`src/hdl/gcc_pkg.sv`:
```
`timescale 1ns / 1ps
`default_nettype none
// ----------------------------------------------------------------------------
// gcc_pkg
// shared sizes and helpers for the greedy coin change block
// ----------------------------------------------------------------------------
package gcc_pkg;

	// coin slots taken part in the change, 1 to 5
	localparam int NUM_COINS   = 5;
	// width of the amount and remainder datapath, 4 to 32
	localparam int AMOUNT_BITS = 16;

	// register file always holds all five slots
	localparam int SLOT_MAX    = 5;
	localparam int SLOT_IDX_W  = 3;
	localparam int COIN_W      = 16;
	localparam int RANK_W      = 3;
	localparam int CFG_IDX_W   = 3;

	localparam int IDX_W = (NUM_COINS > 1) ? $clog2(NUM_COINS) : 1;
	localparam int BIT_W = $clog2(AMOUNT_BITS);

	// clamp a datapath value to the 16 bit result fields
	function automatic logic [COIN_W-1:0] sat_coin(input logic [AMOUNT_BITS-1:0] v);
		logic [COIN_W-1:0] r;
		if ((v >> COIN_W) != '0) begin
			r = '1;
		end else begin
			r = COIN_W'(v);
		end
		return r;
	endfunction

endpackage
`default_nettype wire

```
`src/hdl/greedy_coin_change.sv`:
```
`timescale 1ns / 1ps
`default_nettype none
// ----------------------------------------------------------------------------
// greedy_coin_change
// splits an amount greedily into coins of five programmable face values
// ----------------------------------------------------------------------------
// Each request on the input channel carries one amount. The block sorts the
// five coin values from the configuration registers into descending order
// (unused zero slots end up last), then pays out as many coins of each value
// as fit the remainder, and returns one result per slot in rank order: rank,
// value, count, plus the unpayable flag and leftover of the whole amount,
// with last_result marking the final slot. The work runs in one sequencer
// with separate compare logic for sort and division: the sort is a
// selection scan of one value per cycle, each nonzero slot takes a setup
// step plus a restoring division of one quotient bit per cycle, a zero slot
// takes only the setup step, and the results leave one per cycle while the
// sink does not stall. The block takes no new amount before the last one is
// through: in_stall is high from acceptance until the last result is loaded
// into the output register.
// Coin values are written through the cfg channel, which is always ready;
// indices above four are dropped. Writes are meant to happen only while the
// block is idle.
// ----------------------------------------------------------------------------
module greedy_coin_change
	import gcc_pkg::*;
(
	input  wire logic                  clk,
	input  wire logic                  arst_n,

	// configuration write channel
	input  wire logic                  cfg_valid,
	output logic                       cfg_ready,
	input  wire logic [CFG_IDX_W-1:0]  cfg_index,
	input  wire logic [COIN_W-1:0]     cfg_data,

	// amount request channel
	input  wire logic                  in_valid,
	output logic                       in_stall,
	input  wire logic [15:0]           amount,

	// result channel
	output logic                       out_valid,
	input  wire logic                  out_stall,
	output logic [RANK_W-1:0]          slot_rank,
	output logic [COIN_W-1:0]          coin_value,
	output logic [COIN_W-1:0]          coin_count,
	output logic                       unpayable,
	output logic [COIN_W-1:0]          leftover,
	output logic                       last_result
);

	typedef enum logic [2:0] {
		S_IDLE,
		S_SORT,
		S_SLOT,
		S_DIV,
		S_OUT
	} state_t;

	localparam logic [IDX_W-1:0] LAST_IDX = IDX_W'(NUM_COINS - 1);

	// coin value registers
	logic [COIN_W-1:0] coin_value_q [SLOT_MAX];

	// sequencer
	state_t            state_q;
	logic [IDX_W-1:0]  scan_idx_q;
	logic [IDX_W-1:0]  rank_q;
	logic [BIT_W-1:0]  bit_cnt_q;

	// selection sort scan
	logic [NUM_COINS-1:0] picked_q;
	logic                 have_best_q;
	logic [COIN_W-1:0]    best_val_q;
	logic [IDX_W-1:0]     best_idx_q;

	// sorted values and counts, head is the slot being worked on
	logic [COIN_W-1:0]    sorted_q [NUM_COINS];
	logic [COIN_W-1:0]    counts_q [NUM_COINS];

	// divider state
	logic [AMOUNT_BITS-1:0] rem_q;
	logic [AMOUNT_BITS-1:0] dq_q;
	logic [COIN_W-1:0]      part_q;

	// output register
	logic                   out_valid_q;
	logic [RANK_W-1:0]      slot_rank_q;
	logic [COIN_W-1:0]      res_value_q;
	logic [COIN_W-1:0]      coin_count_q;
	logic                   unpayable_q;
	logic [COIN_W-1:0]      leftover_q;
	logic                   last_result_q;

	// ---------------------------------------------------------------------
	// configuration registers
	// ---------------------------------------------------------------------
	assign cfg_ready = 1'b1;

	always_ff @(posedge clk or negedge arst_n) begin
		if (!arst_n) begin
			coin_value_q[0] <= COIN_W'(50);
			coin_value_q[1] <= COIN_W'(10);
			coin_value_q[2] <= COIN_W'(5);
			coin_value_q[3] <= COIN_W'(2);
			coin_value_q[4] <= COIN_W'(1);
		end else if (cfg_valid && cfg_ready) begin
			// out of range indices are dropped
			if (cfg_index < CFG_IDX_W'(SLOT_MAX)) begin
				coin_value_q[SLOT_IDX_W'(cfg_index)] <= cfg_data;
			end
		end
	end

	// ---------------------------------------------------------------------
	// compare logic for sort and division
	// ---------------------------------------------------------------------
	// sort: current scan candidate against the best one so far
	logic [COIN_W-1:0] cand_val;
	logic              take;
	logic [COIN_W-1:0] sel_val;
	logic [IDX_W-1:0]  sel_idx;

	assign cand_val = coin_value_q[SLOT_IDX_W'(scan_idx_q)];
	// strict compare keeps the first of equal values
	assign take     = !picked_q[scan_idx_q] && (!have_best_q || (cand_val > best_val_q));
	assign sel_val  = take ? cand_val : best_val_q;
	assign sel_idx  = take ? scan_idx_q : best_idx_q;

	// division: one restoring step on the head value
	logic [COIN_W:0]        p_shift;
	logic                   ge;
	logic [COIN_W:0]        p_next;
	logic [AMOUNT_BITS-1:0] dq_next;

	assign p_shift = {part_q, dq_q[AMOUNT_BITS-1]};
	assign ge      = p_shift >= {1'b0, sorted_q[0]};
	assign p_next  = ge ? (p_shift - {1'b0, sorted_q[0]}) : p_shift;
	assign dq_next = {dq_q[AMOUNT_BITS-2:0], ge};

	assign in_stall = (state_q != S_IDLE);

	// ---------------------------------------------------------------------
	// sequencer and registered outputs
	// ---------------------------------------------------------------------
	always_ff @(posedge clk or negedge arst_n) begin
		if (!arst_n) begin
			state_q     <= S_IDLE;
			scan_idx_q  <= '0;
			rank_q      <= '0;
			bit_cnt_q   <= '0;
			picked_q    <= '0;
			have_best_q <= 1'b0;
			out_valid_q <= 1'b0;
		end else begin
			// result taken by the sink; while emitting, the output state handles it
			if (out_valid_q && !out_stall && (state_q != S_OUT)) begin
				out_valid_q <= 1'b0;
			end

			unique case (state_q)
				S_IDLE: begin
					if (in_valid && !in_stall) begin
						rem_q       <= AMOUNT_BITS'(amount);
						picked_q    <= '0;
						have_best_q <= 1'b0;
						scan_idx_q  <= '0;
						rank_q      <= '0;
						state_q     <= S_SORT;
					end
				end

				// one slot examined per cycle, largest unpicked wins
				S_SORT: begin
					if (scan_idx_q == LAST_IDX) begin
						for (int k = 0; k < NUM_COINS - 1; k++) begin
							sorted_q[k] <= sorted_q[k+1];
						end
						sorted_q[NUM_COINS-1] <= sel_val;
						picked_q[sel_idx]     <= 1'b1;
						have_best_q           <= 1'b0;
						scan_idx_q            <= '0;
						if (rank_q == LAST_IDX) begin
							rank_q  <= '0;
							state_q <= S_SLOT;
						end else begin
							rank_q <= rank_q + 1'b1;
						end
					end else begin
						best_val_q  <= sel_val;
						best_idx_q  <= sel_idx;
						have_best_q <= have_best_q | take;
						scan_idx_q  <= scan_idx_q + 1'b1;
					end
				end

				// start a slot; an unused slot pays nothing
				S_SLOT: begin
					if (sorted_q[0] == '0) begin
						for (int k = 0; k < NUM_COINS - 1; k++) begin
							sorted_q[k] <= sorted_q[k+1];
							counts_q[k] <= counts_q[k+1];
						end
						sorted_q[NUM_COINS-1] <= sorted_q[0];
						counts_q[NUM_COINS-1] <= '0;
						if (rank_q == LAST_IDX) begin
							rank_q  <= '0;
							state_q <= S_OUT;
						end else begin
							rank_q <= rank_q + 1'b1;
						end
					end else begin
						dq_q      <= rem_q;
						part_q    <= '0;
						bit_cnt_q <= BIT_W'(AMOUNT_BITS - 1);
						state_q   <= S_DIV;
					end
				end

				// one quotient bit per cycle
				S_DIV: begin
					dq_q   <= dq_next;
					part_q <= COIN_W'(p_next);
					if (bit_cnt_q == '0) begin
						rem_q <= AMOUNT_BITS'(p_next);
						for (int k = 0; k < NUM_COINS - 1; k++) begin
							sorted_q[k] <= sorted_q[k+1];
							counts_q[k] <= counts_q[k+1];
						end
						sorted_q[NUM_COINS-1] <= sorted_q[0];
						counts_q[NUM_COINS-1] <= sat_coin(dq_next);
						if (rank_q == LAST_IDX) begin
							rank_q  <= '0;
							state_q <= S_OUT;
						end else begin
							rank_q  <= rank_q + 1'b1;
							state_q <= S_SLOT;
						end
					end else begin
						bit_cnt_q <= bit_cnt_q - 1'b1;
					end
				end

				// one result per cycle into the output register while the sink does not stall
				S_OUT: begin
					if (!out_valid_q || !out_stall) begin
						out_valid_q   <= 1'b1;
						slot_rank_q   <= RANK_W'(rank_q);
						res_value_q   <= sorted_q[0];
						coin_count_q  <= counts_q[0];
						unpayable_q   <= (rem_q != '0);
						leftover_q    <= sat_coin(rem_q);
						last_result_q <= (rank_q == LAST_IDX);
						for (int k = 0; k < NUM_COINS - 1; k++) begin
							sorted_q[k] <= sorted_q[k+1];
							counts_q[k] <= counts_q[k+1];
						end
						sorted_q[NUM_COINS-1] <= sorted_q[0];
						counts_q[NUM_COINS-1] <= counts_q[0];
						if (rank_q == LAST_IDX) begin
							rank_q  <= '0;
							state_q <= S_IDLE;
						end else begin
							rank_q <= rank_q + 1'b1;
						end
					end
				end

				default: begin
					state_q <= S_IDLE;
				end
			endcase
		end
	end

	assign out_valid   = out_valid_q;
	assign slot_rank   = slot_rank_q;
	assign coin_value  = res_value_q;
	assign coin_count  = coin_count_q;
	assign unpayable   = unpayable_q;
	assign leftover    = leftover_q;
	assign last_result = last_result_q;

endmodule
`default_nettype wire
```
`config.mk`:
```
export PLATFORM = sky130hd
export DESIGN_NAME = greedy_coin_change
export DESIGN_NICKNAME = d
export VERILOG_FILES = /design/src/hdl/gcc_pkg.sv /design/src/hdl/greedy_coin_change.sv
export SDC_FILE = /design/constraint.sdc
export NUM_CORES = 1
export LEC_CHECK = 0
export BUFFER_PORTS_ARGS = -buffer_cell sky130_fd_sc_hd__buf_2
export CAP_MARGIN = 0
export CORE_MARGIN = 3
export CORE_UTILIZATION = 37
export CTS_CLUSTER_SIZE = 20
export DETAILED_ROUTE_END_ITERATION = 6
export PLACE_DENSITY_LB_ADDON = 0.05
export SLEW_MARGIN = 20
export SYNTH_ARGS = -nofsm -noshare
export SYNTH_HDL_FRONTEND = slang
export SYNTH_SLANG_ARGS = --single-unit
```
`constraint.sdc`:
```
create_clock -name clk -period 6.24 [get_ports clk]
set_input_delay 1.248 -clock clk [delete_from_list [all_inputs] [get_ports clk]]
set_output_delay 1.248 -clock clk [all_outputs]
set_load 0.005 [all_outputs]
```
==> results.cfg <==
[power_and_ir_drop]
power.density_nw_per_um2 = 441
p_switching_mw = 2.36
p_comb_share_pct = 25.8
peakVddDrop_v = 0.000222
pwr-share-seq_pct = 43.0
p_leak_nw = 6.86
swShare_pct = 29.5
internal_power_mw = 5.65
p_clk_share_pct = 31.2

[worst_setup_path]
rrSetupSlack_ps = 2360
cp.arrival_ps = 4180
start_kind = register
path_class = reg -> reg
rr_startpoint = scan_idx_q[0]
worst_setup_path_end_kind = register
cp_max_fo = 40
r2r_cells = 10
r2r-end = sorted_q[0][67]
required_ps = 6540

[clock_tree]
cts_sinks = 380
clk_latency_ps = 550
htreeDepth = 2
cts_buffer_depth = 3
cts-resized-gates = 0
postCtsSetupRepairBufs = 0
cts_tree = yes
clk_pin_slew_worst_paths_ps = 60
clock_tree.root_cell = clkbuf_16
hold_buffers = 0
cts_buffers = 43

[die]
initial_utilization_pct = 38.0
ios = 96
die_area_um2 = 44900
rows = 74
die_y_um = 212
core_um2 = 41300
die_w_um = 212

[timing]
setup_tns_ps = 0
fin_skew_ps = 10.9
worst_pin_slew_ps = 1060
rsz0062_at_grt = no
finalHoldViolations = 0
setup_ws_ps = 2360
layout_min_cycle_time_ps = 3880
setup_viol = 0
finalCritPeriodShare_pct = 62.2
max-slew-margin-rel_pct = 29.1
drv_slew = 0
max_freq_mhz = 258

[hold_path]
min_from = sorted_q[0][38]
hold_end = sorted_q[0][22]
hp-class = reg -> reg
min_path_cells = 0

[finish]
area_growth_pct = 15.9
utilization_pct = 44.0
stdcell_count = 1712
layout-drive-gt1-share_pct = 26.1
fill_cells = 3748
layout.nets = 1224
postLayoutCellArea_um2 = 18200

[global_route]
overflow = 0
antenna_found_initial = 1
grt_max_degree = 81
grt_pass1_wl_um = 53100
grt_pass1_vias = 8921
grt_usage_pct = 15.3

[place]
hpwl_um = 22000
placed_area_um2 = 16800
io_buffer_count = 94
pre_cts_ws_ps = 1930
place_congestion = 0.746
placed_cells = 1633

[synth]
synthArstFlopShare_pct = 26.3
synth_top_cell_by_area = edfxtp_1
synth_cell_types = 65
synth_ff_type = edfxtp_1
syn_area_um2 = 15700
synth_area_leaders = edfxtp_1 (54%), dfrtp_1 (15%), mux2_2 (6.5%)
syn-mean-instance-area_um2 = 15.1
synth.yosys.seq_area_share_pct = 69.7
yosysMostFrequentCell = edfxtp_1
synthCells = 1035
ys_ff_latch = 380
synthTopCellsByCount = edfxtp_1 (280), nand2_1 (109), dfrtp_1 (91)
synth_top_area_share_pct = 53.6
yosys_warnings = 0
synth_enable_flop_cells = 280
syn_nets = 1113

[route]
vias_per_cell = 5.03
wl_per_cell_um = 19.7
drc = 0
antenna_left = 0
wl_um = 33700
vias = 8605
first_iter_violations = 496
dr.pass1.iters = 5

[job]
cap_violations = 0

[status]
outcome = completed
metrics by stage:
step	power (mW)	hold WS [ps]
2_1_floorplan	5.04	400
3_3_place_gp	5.57	401
3_5_place_dp	5.60	405
4_1_cts	8.14	412
5_1_grt	8.52	410
6_report	8.01	411
cells by family after synthesis:
| group | count (synthesis) | synth area share (%) |
|---|---|---|
| flops | 380 | 69.7 |
| fa+ha+maj | 38 | 3.08 |
| other cells | 1 | 0.0239 |
| compound gates | 163 | 6.90 |
| simple gates | 234 | 6.95 |
| mux | 125 | 10.3 |
| xor+xnor | 13 | 0.726 |
| buf+inv | 81 | 2.33 |
layout make-up:
class	count	area [um2]	share of cell area, %
clock inverters	17	165	0.909
diodes	1	2.50	0.0138
multi-input cells	574	4460	24.5
repair buffers	105	556	3.06
clock buffers	61	1240	6.81
inverters	42	158	0.868
well taps	532	666	3.67
flip-flops and latches	380	10900	60.1
routing by layer:
metal	track usage (%)	up-vias	share of wire, %
li1	-	4101	-
met1	20.8	4307	47
met2	25.0	140	47
met3	2.52	57	3.2
met4	5.77	0	2.9
met5	0	-	0
critical path, stage by stage, from the launching register on:
cell and delay (ps):
dfrtp_2 710, mux4_2 570, a22o_1 210, ha_1 320, nand4_1 200, nor4_1 410
a21boi_0 230, o31a_1 150, buf_4 350, o21ai_0 180, mux2_2 280
power groups by stage:
stage	logic, mW	registers (mW)	clock network (mW)
6_report	2.06	3.44	2.50
5_1_grt	2.35	3.49	2.68
4_1_cts	2.11	3.45	2.58
3_5_place_dp	2.10	3.50	0
3_3_place_gp	2.07	3.50	0
2_1_floorplan	1.65	3.39	0
state kept, by name (all words and copies together), names as in the netlist, 3 cells and up:
signal and flops:
coin_value_q 80, counts_q 80, sorted_q 80, best_val_q 16, coin_count 16, coin_value 16, dq_q 16, leftover 16
part_q 16, rem_q 16, picked_q 5, bit_cnt_q 4, best_idx_q 3, rank_q 3, scan_idx_q 3, slot_rank 3
state_q 3
how the worst max path moves through the flow:
stage,startpoint,endpoint,slack [ps],cells past startpoint
global placement,arst_n,counts_q[0][67],2000,4
finish,scan_idx_q[0],sorted_q[0][67],2360,10
CTS,scan_idx_q[0],sorted_q[0][79],1920,10
floorplan,out_stall,sorted_q[0][0],1430,7
global route,scan_idx_q[0],sorted_q[0][65],2020,10
detailed placement,scan_idx_q[0],sorted_q[0][66],1930,10
cells in the final DEF (no fill, tap or decap), types with 8 or more instances in the layout:
cell / count
edfxtp_1: 280
buf_2: 93
clkbuf_1: 11
nor3_1: 10
o21ai_0: 35
ha_1: 37
buf_4: 12
nor2_1: 48
nand2_1: 109
dfrtp_1: 90
clkbuf_16: 45
mux2_2: 90
dfstp_2: 9
mux2_4: 8
mux4_2: 17
nor4_1: 10
xnor2_1: 8
a22o_1: 33
mux2i_1: 10
a21oi_1: 39
inv_1: 41
Note: power is estimated with default switching activity, not from simulation.
